==> src/rtl/stdb_pkg.sv <==
`default_nettype none

package stdb_pkg;

    localparam int ID_W      = 32;
    localparam int TIME_W    = 24;
    localparam int DELTA_W   = 16;
    localparam int CNT_W     = 3;
    localparam int HIT_SLOTS = 4;
    localparam int MAX_HITS  = 4;
    localparam int HIT_LIMIT = (MAX_HITS < HIT_SLOTS) ? MAX_HITS : HIT_SLOTS;

    localparam logic [TIME_W-1:0] TIME_MAX       = '1;
    localparam logic [TIME_W-1:0] DEBOUNCE_RESET = TIME_W'(100000);

    localparam logic [1:0] MODE_SET    = 2'd0;
    localparam logic [1:0] MODE_RETAIN = 2'd1;
    localparam logic [1:0] MODE_TICK   = 2'd2;
    localparam logic [1:0] MODE_CLEAR  = 2'd3;

    localparam logic ACT_REMOVE = 1'b0;
    localparam logic ACT_APPLY  = 1'b1;

    typedef struct packed {
        logic [1:0]         mode;
        logic [ID_W-1:0]    primary_id;
        logic [CNT_W-1:0]   hit_count;
        logic [ID_W-1:0]    hit_a;
        logic [ID_W-1:0]    hit_b;
        logic [ID_W-1:0]    hit_c;
        logic [ID_W-1:0]    hit_d;
        logic [DELTA_W-1:0] delta_time;
        logic               confirmed_selected;
        logic               pending_selected;
    } in_item_t;

    typedef struct packed {
        logic            action;
        logic [ID_W-1:0] target_id;
        logic            last_of_run;
    } out_item_t;

    typedef struct packed {
        logic [1:0] num;
        out_item_t  first;
        out_item_t  second;
    } push_t;

    function automatic logic id_hit(input logic [ID_W-1:0] id, input in_item_t it);
        logic [HIT_SLOTS-1:0][ID_W-1:0] slots;
        logic [CNT_W-1:0]               lim;
        logic                           hit;
        slots = {it.hit_d, it.hit_c, it.hit_b, it.hit_a};
        lim   = (it.hit_count > CNT_W'(HIT_LIMIT)) ? CNT_W'(HIT_LIMIT) : it.hit_count;
        hit   = 1'b0;
        for (int i = 0; i < HIT_SLOTS; i++)
        begin
            if ((CNT_W'(i) < lim) && (slots[i] == id))
            begin
                hit = 1'b1;
            end
        end
        return hit && (id != '0);
    endfunction

endpackage

`default_nettype wire

==> src/rtl/stdb_if.sv <==
`default_nettype none

interface stdb_in_if import stdb_pkg::*; ();
    logic     valid;
    logic     ready;
    in_item_t data;

    modport source (output valid, output data, input ready);
    modport sink   (input valid, input data, output ready);
endinterface

interface stdb_out_if import stdb_pkg::*; ();
    logic      valid;
    logic      ready;
    out_item_t data;

    modport source (output valid, output data, input ready);
    modport sink   (input valid, input data, output ready);
endinterface

`default_nettype wire

==> src/rtl/stdb_fifo.sv <==
`default_nettype none

module stdb_fifo import stdb_pkg::*;
(
    input  wire logic  clk,
    input  wire logic  rst_n,
    input  wire push_t push,
    output logic       room,
    stdb_out_if.source result
);

    localparam int DEPTH = 4;
    localparam int AW    = $clog2(DEPTH);
    localparam int CW    = $clog2(DEPTH + 1);

    out_item_t       mem_reg [DEPTH];
    logic [AW-1:0]   wr_reg, wr_next;
    logic [AW-1:0]   rd_reg, rd_next;
    logic [CW-1:0]   count_reg, count_next;
    logic            pop;

    assign pop          = result.valid && result.ready;
    assign result.valid = (count_reg != '0);
    assign result.data  = mem_reg[rd_reg];
    assign room         = (count_reg <= CW'(DEPTH - 2));

    always_comb
    begin
        wr_next    = wr_reg + AW'(push.num);
        rd_next    = rd_reg + AW'(pop);
        count_next = count_reg + CW'(push.num) - CW'(pop);
    end

    always_ff @(posedge clk)
    begin
        if (push.num != 2'd0)
        begin
            mem_reg[wr_reg] <= push.first;
        end
        if (push.num == 2'd2)
        begin
            mem_reg[wr_reg + AW'(1)] <= push.second;
        end
    end

    always_ff @(posedge clk or negedge rst_n)
    begin
        if (!rst_n)
        begin
            wr_reg    <= '0;
            rd_reg    <= '0;
            count_reg <= '0;
        end
        else
        begin
            wr_reg    <= wr_next;
            rd_reg    <= rd_next;
            count_reg <= count_next;
        end
    end

    a_push_fits: assert property (@(posedge clk) disable iff (!rst_n)
        (push.num != 2'd0) |-> (count_reg <= CW'(DEPTH - 2)))
        else $error("result queue overflow");

    a_pop_drains: assert property (@(posedge clk) disable iff (!rst_n)
        (pop && push.num == 2'd0) |=> (count_reg == $past(count_reg) - CW'(1)))
        else $error("result queue count mismatch");

endmodule

`default_nettype wire

==> src/rtl/stdb_core.sv <==
`default_nettype none

module stdb_core import stdb_pkg::*;
(
    input  wire logic              clk,
    input  wire logic              rst_n,
    input  wire logic              cfg_wr_en,
    input  wire logic [TIME_W-1:0] cfg_wr_data,
    input  wire logic              room,
    output push_t                  push,
    stdb_in_if.sink                item
);

    in_item_t          item_reg;
    logic              item_vld_reg, item_vld_next;
    logic [ID_W-1:0]   pending_reg, pending_next;
    logic [ID_W-1:0]   confirmed_reg, confirmed_next;
    logic [TIME_W-1:0] elapsed_reg, elapsed_next;
    logic [TIME_W-1:0] dbt_reg;

    logic              fire;
    logic              take;
    logic              conf_hit;
    logic              pend_hit;
    logic [TIME_W:0]   sum;
    logic [TIME_W-1:0] sat;
    logic              rem_v;
    logic              app_v;

    assign fire       = item_vld_reg && room;
    assign item.ready = !item_vld_reg || room;
    assign take       = item.valid && item.ready;

    always_comb
    begin
        item_vld_next  = take || (item_vld_reg && !room);
        pending_next   = pending_reg;
        confirmed_next = confirmed_reg;
        elapsed_next   = elapsed_reg;
        rem_v          = 1'b0;
        app_v          = 1'b0;
        conf_hit       = id_hit(confirmed_reg, item_reg);
        pend_hit       = id_hit(pending_reg, item_reg);
        sum            = {1'b0, elapsed_reg} + (TIME_W + 1)'(item_reg.delta_time);
        sat            = sum[TIME_W] ? TIME_MAX : sum[TIME_W-1:0];

        unique case (item_reg.mode)
            MODE_SET:
            begin
                if (item_reg.primary_id != pending_reg)
                begin
                    pending_next = item_reg.primary_id;
                    elapsed_next = '0;
                end
            end
            MODE_RETAIN:
            begin
                if ((confirmed_reg != '0) && conf_hit)
                begin
                    if (pending_reg != confirmed_reg)
                    begin
                        pending_next = confirmed_reg;
                        elapsed_next = dbt_reg;
                    end
                end
                else if ((pending_reg != '0) && (pending_reg != confirmed_reg) && pend_hit)
                begin
                    pending_next = pending_reg;
                end
                else if (item_reg.primary_id != pending_reg)
                begin
                    pending_next = item_reg.primary_id;
                    elapsed_next = '0;
                end
            end
            MODE_TICK:
            begin
                if (pending_reg == '0)
                begin
                    if (confirmed_reg != '0)
                    begin
                        rem_v          = !item_reg.confirmed_selected;
                        confirmed_next = '0;
                    end
                end
                else if (pending_reg != confirmed_reg)
                begin
                    elapsed_next = sat;
                    if (sat >= dbt_reg)
                    begin
                        rem_v          = (confirmed_reg != '0) && !item_reg.confirmed_selected;
                        app_v          = !item_reg.pending_selected;
                        confirmed_next = pending_reg;
                    end
                end
            end
            MODE_CLEAR:
            begin
                rem_v          = (confirmed_reg != '0) && !item_reg.confirmed_selected;
                confirmed_next = '0;
                pending_next   = '0;
                elapsed_next   = '0;
            end
            default:
            begin
                pending_next = pending_reg;
            end
        endcase

        push.num    = fire ? {rem_v && app_v, rem_v ^ app_v} : 2'd0;
        push.first  = rem_v ? out_item_t'{action: ACT_REMOVE, target_id: confirmed_reg,
                                          last_of_run: !app_v}
                            : out_item_t'{action: ACT_APPLY, target_id: pending_reg,
                                          last_of_run: 1'b1};
        push.second = '{action: ACT_APPLY, target_id: pending_reg, last_of_run: 1'b1};
    end

    always_ff @(posedge clk)
    begin
        if (take)
        begin
            item_reg <= item.data;
        end
    end

    always_ff @(posedge clk or negedge rst_n)
    begin
        if (!rst_n)
        begin
            item_vld_reg  <= 1'b0;
            pending_reg   <= '0;
            confirmed_reg <= '0;
            elapsed_reg   <= '0;
            dbt_reg       <= DEBOUNCE_RESET;
        end
        else
        begin
            item_vld_reg <= item_vld_next;
            if (fire)
            begin
                pending_reg   <= pending_next;
                confirmed_reg <= confirmed_next;
                elapsed_reg   <= elapsed_next;
            end
            if (cfg_wr_en)
            begin
                dbt_reg <= cfg_wr_data;
            end
        end
    end

    a_hold_on_stall: assert property (@(posedge clk) disable iff (!rst_n)
        (item_vld_reg && !room) |=> (item_vld_reg && $stable(item_reg)))
        else $error("held request lost while queue full");

    a_clear_state: assert property (@(posedge clk) disable iff (!rst_n)
        (fire && item_reg.mode == MODE_CLEAR) |=>
        (pending_reg == '0 && confirmed_reg == '0 && elapsed_reg == '0))
        else $error("clear left state behind");

    a_nonzero_target: assert property (@(posedge clk) disable iff (!rst_n)
        (push.num != 2'd0) |-> (push.first.target_id != '0))
        else $error("result for id zero");

endmodule

`default_nettype wire

==> src/rtl/sticky_target_debouncer_top.sv <==
// Sticky target debouncer.
// item:   request channel (valid/ready), one request per mode: set, set with
//         retention, tick, clear. Accepted when valid and ready are both high.
// result: up to two results per request (remove old id, apply new id), with
//         last_of_run marking the final one. Requests that yield nothing
//         produce no result.
// cfg_wr_en/cfg_wr_data: writes the 24-bit debounce time in microseconds;
//         write only while the block is idle.
// Throughput: with result.ready high, one request per cycle while requests
//         yield at most one result; requests that yield two results each are
//         held back, since the queue drains one result per cycle.
//         A request is held in the input register, then updates state and
//         pushes its results into a four-entry result queue, from which
//         the earliest result is taken. A request waits in the input
//         register while the queue has fewer than two free entries.
// Stall: while result.ready is low the queue fills, then item.ready drops;
//         nothing is lost or repeated.
// Reset: clears pending id, confirmed id, elapsed time and the queue; the
//         debounce time returns to 100000.
`default_nettype none

module sticky_target_debouncer_top import stdb_pkg::*;
(
    input  wire logic              clk,
    input  wire logic              rst_n,
    input  wire logic              cfg_wr_en,
    input  wire logic [TIME_W-1:0] cfg_wr_data,
    stdb_in_if.sink                item,
    stdb_out_if.source             result
);

    push_t push;
    logic  room;

    stdb_core u_core
    (
        .clk         (clk),
        .rst_n       (rst_n),
        .cfg_wr_en   (cfg_wr_en),
        .cfg_wr_data (cfg_wr_data),
        .room        (room),
        .push        (push),
        .item        (item)
    );

    stdb_fifo u_fifo
    (
        .clk    (clk),
        .rst_n  (rst_n),
        .push   (push),
        .room   (room),
        .result (result)
    );

endmodule

`default_nettype wire
==> src/flat_wrapper.sv <==
// flat-port wrapper written by rule: the top's interface ports become plain ports
module sticky_target_debouncer_top_flat import stdb_pkg::*;
  (clk, rst_n, cfg_wr_en, cfg_wr_data, item_valid, item_data, item_ready, result_valid, result_data, result_ready);
  stdb_in_if item_i ();
  stdb_out_if result_i ();
  input  wire logic clk;
  input  wire logic rst_n;
  input  wire logic cfg_wr_en;
  input  wire logic [TIME_W-1:0] cfg_wr_data;
  input wire logic [$bits(item_i.valid)-1:0] item_valid;
  input wire logic [$bits(item_i.data)-1:0] item_data;
  output wire logic [$bits(item_i.ready)-1:0] item_ready;
  output wire logic [$bits(result_i.valid)-1:0] result_valid;
  output wire logic [$bits(result_i.data)-1:0] result_data;
  input wire logic [$bits(result_i.ready)-1:0] result_ready;
  assign item_i.valid = item_valid;
  assign item_i.data = item_data;
  assign item_ready = item_i.ready;
  assign result_valid = result_i.valid;
  assign result_data = result_i.data;
  assign result_i.ready = result_ready;
  sticky_target_debouncer_top u_core (.clk(clk), .rst_n(rst_n), .cfg_wr_en(cfg_wr_en), .cfg_wr_data(cfg_wr_data), .item(item_i), .result(result_i));
endmodule
==> config.mk <==
export PLATFORM = sky130hd
export DESIGN_NAME = sticky_target_debouncer_top_flat
export DESIGN_NICKNAME = d
export VERILOG_FILES = /design/src/rtl/stdb_pkg.sv /design/src/rtl/stdb_if.sv /design/src/rtl/stdb_fifo.sv /design/src/rtl/stdb_core.sv /design/src/rtl/sticky_target_debouncer_top.sv /design/src/flat_wrapper.sv
export SDC_FILE = /design/constraint.sdc
export NUM_CORES = 1
export LEC_CHECK = 0
export BUFFER_PORTS_ARGS = -buffer_cell sky130_fd_sc_hd__buf_4
export CAP_MARGIN = 5
export CORE_UTILIZATION = 55
export CTS_BUF_LIST = sky130_fd_sc_hd__clkbuf_2 sky130_fd_sc_hd__clkbuf_4 sky130_fd_sc_hd__clkbuf_8
export CTS_CLUSTER_SIZE = 10
export DETAILED_ROUTE_END_ITERATION = 8
export GPL_TIMING_DRIVEN = 0
export PLACE_DENSITY = 0.78
export SYNTH_ARGS = -nofsm -noshare
export SYNTH_HDL_FRONTEND = slang
export SYNTH_SLANG_ARGS = --single-unit
==> constraint.sdc <==
create_clock -name clk -period 6.9 [get_ports clk]
set_input_delay 0.345 -clock clk [delete_from_list [all_inputs] [get_ports clk]]
set_output_delay 0.345 -clock clk [all_outputs]
set_load 0.05 [all_outputs]
==> flow_metrics.tcl, run 1 <==
set metrics [dict create \
    cp_slowest_cell "a2111oi_4" \
    numCtsBuffers 73 \
    clk_latency_ps 660 \
    clk_pin_slew_ps 60 \
    synthAdderAreaFrac_pct 2.74 \
    die_h_um 206 \
    synth_area_um2 23000 \
    core_um2 41000 \
    hold_class "input pin to flip-flop" \
    syn-num-nets 2082 \
    fmax_ghz 0.147 \
    crit_type "flip-flop to flip-flop" \
    cts_buffer_depth 3 \
    worst_path_largest_cell_delay_ps 450 \
    via_per_inst 6.45 \
    avgSynthCellArea_um2 12.6 \
    grt_pass1_wl_um 121000 \
    path_depth 26 \
    start_util_pct 56.0 \
    ios 248 \
    placedCellCount 2604 \
    gr-total-overflow 0 \
    drive_above_1_share_pct 22.7 \
    grtUsageTotal_pct 39.9 \
    synth.distinct_cells 71 \
    fin_crit_sh_pct 98.6 \
    nets 2628 \
    maxCapViolCount 0 \
    synth_cells 1821 \
    cts_tree "built" \
    synth_top_family_by_area "compound AO/OA/AOI/OAI gates" \
    first_pass_iters 8 \
    htree_num_levels 3 \
    grt_max_degree 81 \
    arrival_ps 7210 \
    synth_xor_area_share_pct 12.9 \
    gp_congestion 1.04 \
    async_flop_share_pct 27.3 \
    synth.area.mux_share_pct 5.19 \
    p_leak_nw 11.7 \
    die_x_um 206 \
    drt-total-wl_um 84200 \
    path_buf_inv 3 \
    worst_ir_drop_vdd_uv 286 \
    drt.antenna.violating_nets 0 \
    worstHoldStart "result_ready" \
    yosysWarnings 0 \
    dp.final_hpwl_um 58000 \
    cts_sinks 439 \
    drtIter0Drc 2566 \
    drc 38 \
    r2r_cells 26 \
    syn_to_final_growth_pct 28.8 \
    regToRegEndpoint "u_core.u_fifo.mem_reg[3][22]" \
    synth-compound-area-share_pct 13.4 \
    synth-simple-area-share_pct 7.79 \
    die_area_um2 42600 \
    violations "design-rule violations" \
    final-hold-violation-count 0 \
    r2r_start "u_core.u_core.item_reg[2]" \
    crit_start "u_core.u_core.item_reg[2]" \
    routedWlPerCell_um 28.5 \
    cellPowerDensity_nw_per_um2 389 \
    rows 74 \
    ys_seq_elements 439 \
    crit_required_ps 7300 \
    slew_viol_final 0 \
    synth_flop_cell "edfxtp_1" \
    cpMostUsedCell "ha_1" \
    antenna_found_initial 2 \
    cp_top_family "compound AO/OA/AOI/OAI gates" \
    grt_pass1_vias 19200 \
    outcome "complete, but fails checks" \
    cts-root-buf "clkbuf_8" \
    critPathMaxFanout 11 \
    synth_edf_count 311 \
    slew_headroom_pct 16.6 \
    vias 19100 \
    p_total_mw 11.5 \
    port_buffers 246 \
    finClkSkew_ps 38.9 \
    setup_viol 0 \
    cp-start-kind "flip-flop" \
    fin_cells 2960 \
    seq_area_frac_synth_pct 54.5 \
    layout_common_cells "edfxtp_1 (311), buf_4 (259), dlygate4sd3_1 (209), xnor2_1 (198), a22o_1 (140)" \
    endpoint_kind "flip-flop" \
    largest_reg_flops 183 \
    final_common_cell "edfxtp_1" \
    timing.final.crit_period_ps 6810 \
    regToRegSetupSlack_ps 90 \
    tightest_slew_ps 1250 \
    crit_path_end "u_core.u_fifo.mem_reg[3][22]" \
]
[kinds of logic (layout without fill, tap and decap cells)]
family,after synthesis,count (layout)
other,0,2
adder cells (fa/ha/maj),49,49
multiplexers,72,72
AND/OR/NAND/NOR,342,342
flip-flops,439,439
buffers and inverters,191,796
XOR/XNOR,337,337
AO/OA/AOI/OAI,391,391
[cell usage after synthesis (48+ instances only)]
master    instances  area (µm²)
nand2_1          80         300
a32o_1           65         651
xnor2_1         198        1730
nand4_1          57         357
clkbuf_1         80         300
edfxtp_1        311        9340
nor4_1           58         363
xor2_1          139        1220
nor2_1           48         180
a22o_1          140        1230
dfrtp_1         114        2850
o21ai_0          53         265
[stage by stage]
step	setup slack [ps]	util [%]	hold slack [ps]	TNS (ps)	instance area (µm²)
after floorplan	-117	-	49.4	-7510	23000
after global placement	-2290	62.1	453	-408580	25500
after detailed placement	-1640	62.5	292	-250930	25600
after CTS	36.3	71.8	76.7	0	29500
after global routing	-68.5	72.1	115	-2260	29600
final	94.2	72.1	87.6	0	29600
[power by group]
part,internal [mW],leakage [nW],switching (mW)
combinational,1.87,6.37,3.15
clock,1.42,0.831,1.12
sequential,3.35,4.51,0.599
[worst register-to-register path, delay by kind of cell, from the launching register on]
family | cells | cell delay [ps]
AO/OA/AOI/OAI | 15 | 3650
adder cells (fa/ha/maj) | 4 | 1260
buffers and inverters | 3 | 770
AND/OR/NAND/NOR | 4 | 510
flip-flops | 1 | 380
[area by class of cell]
type / instances / area, µm²
diodes: 2 / 5.00
plain buffers: 140 / 662
clock buffers: 106 / 1320
clock inverters: 28 / 262
fillers: 2730 / 11400
inverters: 49 / 184
multi-input cells: 1191 / 9820
flip-flops and latches: 439 / 12500
well taps: 532 / 666
repair buffers: 473 / 4160
[how the worst min path moves through the flow]
stage / end / slack (ps) / cells past startpoint
floorplan: u_core.u_core.confirmed_reg[0] / 50 / 0
global placement: u_core.u_fifo.mem_reg[2][33] / 450 / 2
detailed placement: u_core.u_core.dbt_reg[0] / 290 / 1
CTS: u_core.u_core.dbt_reg[4] / 80 / 3
global route: u_core.u_fifo.rd_reg[0] / 120 / 3
finish: u_core.u_fifo.rd_reg[0] / 90 / 3
[metal layers]
metal | routed length (µm) | GRT usage [%] | vias to the layer above
met1 | 30600 | 50.0 | 9196
li1 | - | - | 8008
met4 | 5720 | 23.8 | 2
met3 | 10100 | 11.1 | 394
met5 | 13 | 0 | -
met2 | 37900 | 61.5 | 1489
[timing repair]
action                                  CTS  global route
setup buffers                             9             3
endpoints found under the setup margin  268           219
hold buffers                            209             0
pin swaps                                 6             3
hold endpoints to repair                248             0
resized for setup                        36            30
No activity file was read; power rests on OpenSTA's default activity.
==> run 2, diff against run 1 <==
Settings changed: CORE_MARGIN set to 2, CORE_UTILIZATION 55 to 56, PLACE_DENSITY 0.78 to 0.79, SYNTH_HIERARCHICAL set to 1.
==> flow_metrics.tcl, run 2 <==
set metrics [dict create \
    endpoint_kind "flip-flop" \
    drt.antenna.violating_nets 0 \
    timing.final.crit_period_ps 6620 \
    crit_type "flip-flop to flip-flop" \
    diodes 0 \
    synth.distinct_cells 79 \
    crit_required_ps 7240 \
    die_h_um 210 \
    syn_to_final_growth_pct 27.4 \
    synth.area.top_cells "edfxtp_1 (40%), dfrtp_1 (12%), mux2_2 (8.2%)" \
    maxCapViolCount 0 \
    rows 75 \
    largest_reg_flops 183 \
    netlist_top_cells_count "edfxtp_1 (319), xor2_1 (188), mux2_2 (174), xnor2_1 (149), dfrtp_1 (114)" \
    via_per_inst 6.24 \
    synth.largest_area_cell "edfxtp_1" \
    grt_pass1_vias 18900 \
    avgSynthCellArea_um2 13.0 \
    regToRegSetupSlack_ps 280 \
    synth_cells 1823 \
    start_util_pct 56.7 \
    gp_congestion 0.965 \
    worst_ir_drop_vdd_uv 218 \
    drt-total-wl_um 80100 \
    grtUsageTotal_pct 36.3 \
    die_area_um2 44100 \
    core_um2 41900 \
    gr-total-overflow 0 \
    finClkSkew_ps 29.0 \
    nets 2626 \
    fmax_ghz 0.151 \
    antenna_found_initial 0 \
    holdWs_ps 145 \
    synth.most_common_cell "edfxtp_1" \
    ys_seq_elements 439 \
    grt_pass1_wl_um 117000 \
    final_common_cell "edfxtp_1" \
    hold_class "input pin to flip-flop" \
    cts_tree "built" \
    htree_num_levels 3 \
    dp.final_hpwl_um 52700 \
    clk_pin_slew_ps 60 \
    routedWlPerCell_um 27.0 \
    synth_area_um2 23800 \
    drive_above_1_share_pct 30.0 \
    die_x_um 210 \
    async_flop_share_pct 27.3 \
    drtIter0Drc 2273 \
    multi_input_area_um2 10400 \
    drc 0 \
    layout_common_cells "edfxtp_1 (319), buf_4 (264), dlygate4sd3_1 (210), xor2_1 (188), mux2_2 (174)" \
    final-hold-violation-count 0 \
    cellPowerDensity_nw_per_um2 373 \
    setup_tns_ps 0 \
    cts-root-buf "clkbuf_8" \
    fillers 2746 \
    synth_flop_cell "edfxtp_1" \
    port_buffers 246 \
    rsz0062_at_grt "no" \
    critPathMaxFanout 10 \
    outcome "finished clean" \
    cp-start-kind "flip-flop" \
    seq_area_um2 12600 \
    fin_crit_sh_pct 95.9 \
    numCtsBuffers 73 \
    ios 248 \
    tightest_slew_ps 1030 \
    grt_max_degree 75 \
    slew_viol_final 0 \
    yosysTopAreaCellShare_pct 40.3 \
    cts_buffer_depth 3 \
    p_leak_nw 12.0 \
    vias 18500 \
    setup_viol 0 \
    cts_sinks 439 \
    yosysWarnings 6 \
    slew_headroom_pct 31.4 \
    seq_area_frac_synth_pct 53.0 \
    arrival_ps 6960 \
    first_pass_iters 7 \
    clk_latency_ps 650 \
    synth_edf_count 319 \
]
[run 2: report_power, final]
part | internal [mW] | switching (mW) | total (mW) | leakage (nW)
Sequential | 3.46 | 0.417 | 3.88 | 4.50
Combinational | 1.97 | 3.01 | 4.98 | 6.72
Clock | 1.34 | 1.10 | 2.44 | 0.800
Total | 6.77 | 4.53 | 11.3 | 12.0
[run 2: timing repair]
| item | 4_1_cts | 5_1_grt |
|---|---|---|
| pin swaps | 2 | 2 |
| resized for setup | 10 | 12 |
| endpoints found under the hold margin | 256 | 0 |
| gates cloned | 1 | 0 |
| hold buffers | 210 | 0 |
| buffers inserted | 5 | 0 |
| setup endpoints to repair | 271 | 249 |
[run 2: logic make-up after synthesis]
logic type	after synthesis	synth area share (%)
DFF	439	53.0
and+or+nand+nor	341	8.05
xor gates and xnor gates	337	12.4
AOI/OAI and AO/OA	279	8.81
muxes	214	11.7
buffers and inverters	166	3.55
adders and majority gates	46	2.48
other	1	0.0158
[run 2: area by class of cell]
cell class                      count  area share, %
Timing Repair Buffer              469           13.9
Inverter                           37          0.459
Multi-Input combinational cell   1219           34.5
Clock buffer                      109           4.48
Tap cell                          539           2.23
Sequential cell                   439           41.6
Buffer                            129           2.36
Clock inverter                     21          0.558
[run 2: path summary, 6_finish.rpt]
| kind | start | end | cells past startpoint |
|---|---|---|---|
| worst max-delay path | u_core/u_core/item_reg[6] | u_core/u_fifo/mem_reg[2][29] | 27 |
| worst min-delay path | cfg_wr_en | u_core/u_core/dbt_reg[12] | 2 |
| worst max register to register | u_core/u_core/item_reg[6] | u_core/u_fifo/mem_reg[2][29] | 27 |
| worst min register to register | u_core/u_core/elapsed_reg[3] | u_core/u_core/elapsed_reg[3] | 1 |
| max in group asynchronous | rst_n | u_core/u_core/confirmed_reg[13] | 3 |
| min in group asynchronous | rst_n | u_core/u_fifo/wr_reg[1] | 2 |
[run 2: worst max-delay path: stages, from the launching register on]
cell and delay [ps]:
edfxtp_1 390, ha_1 350, o21ai_0 150, a21oi_1 310, a41oi_2 270, o31ai_2 380, nand4_1 260, nand2b_1 250
nand2_1 70, o21ai_0 80, ha_1 300, a21o_1 180, a21o_1 170, a21oi_1 210, nand2_1 170, a41oi_2 210
a21o_1 190, a211oi_2 80, o211a_1 270, buf_2 190, clkbuf_4 230, ha_1 320, and3_4 230, and4bb_2 310
buf_6 150, buf_6 180, o21bai_4 210, buf_6 220
[run 2: metrics by stage]
step / power (mW) / worst slack [ps] / util, % / area, µm² / std cells
2_1_floorplan: 7.14 / 54.9 / - / 23800 / 1824
3_3_place_gp: 8.51 / -2210 / 62.7 / 26300 / 2609
3_5_place_dp: 8.56 / -602 / 63.2 / 26500 / 2616
4_1_cts: 11.1 / 36.8 / 72.1 / 30200 / 2962
5_1_grt: 11.7 / 8.06 / 72.2 / 30300 / 2962
6_report: 11.3 / 280 / 72.2 / 30300 / 2962
[run 2: routing by layer]
layer  wire (µm)  part of all wire, %  GRT usage, %
met5           0                    0             0
met4        4280                  5.3          19.4
met3        7700                  9.6          8.63
met2       37600                   47          58.7
met1       30500                   38          45.5
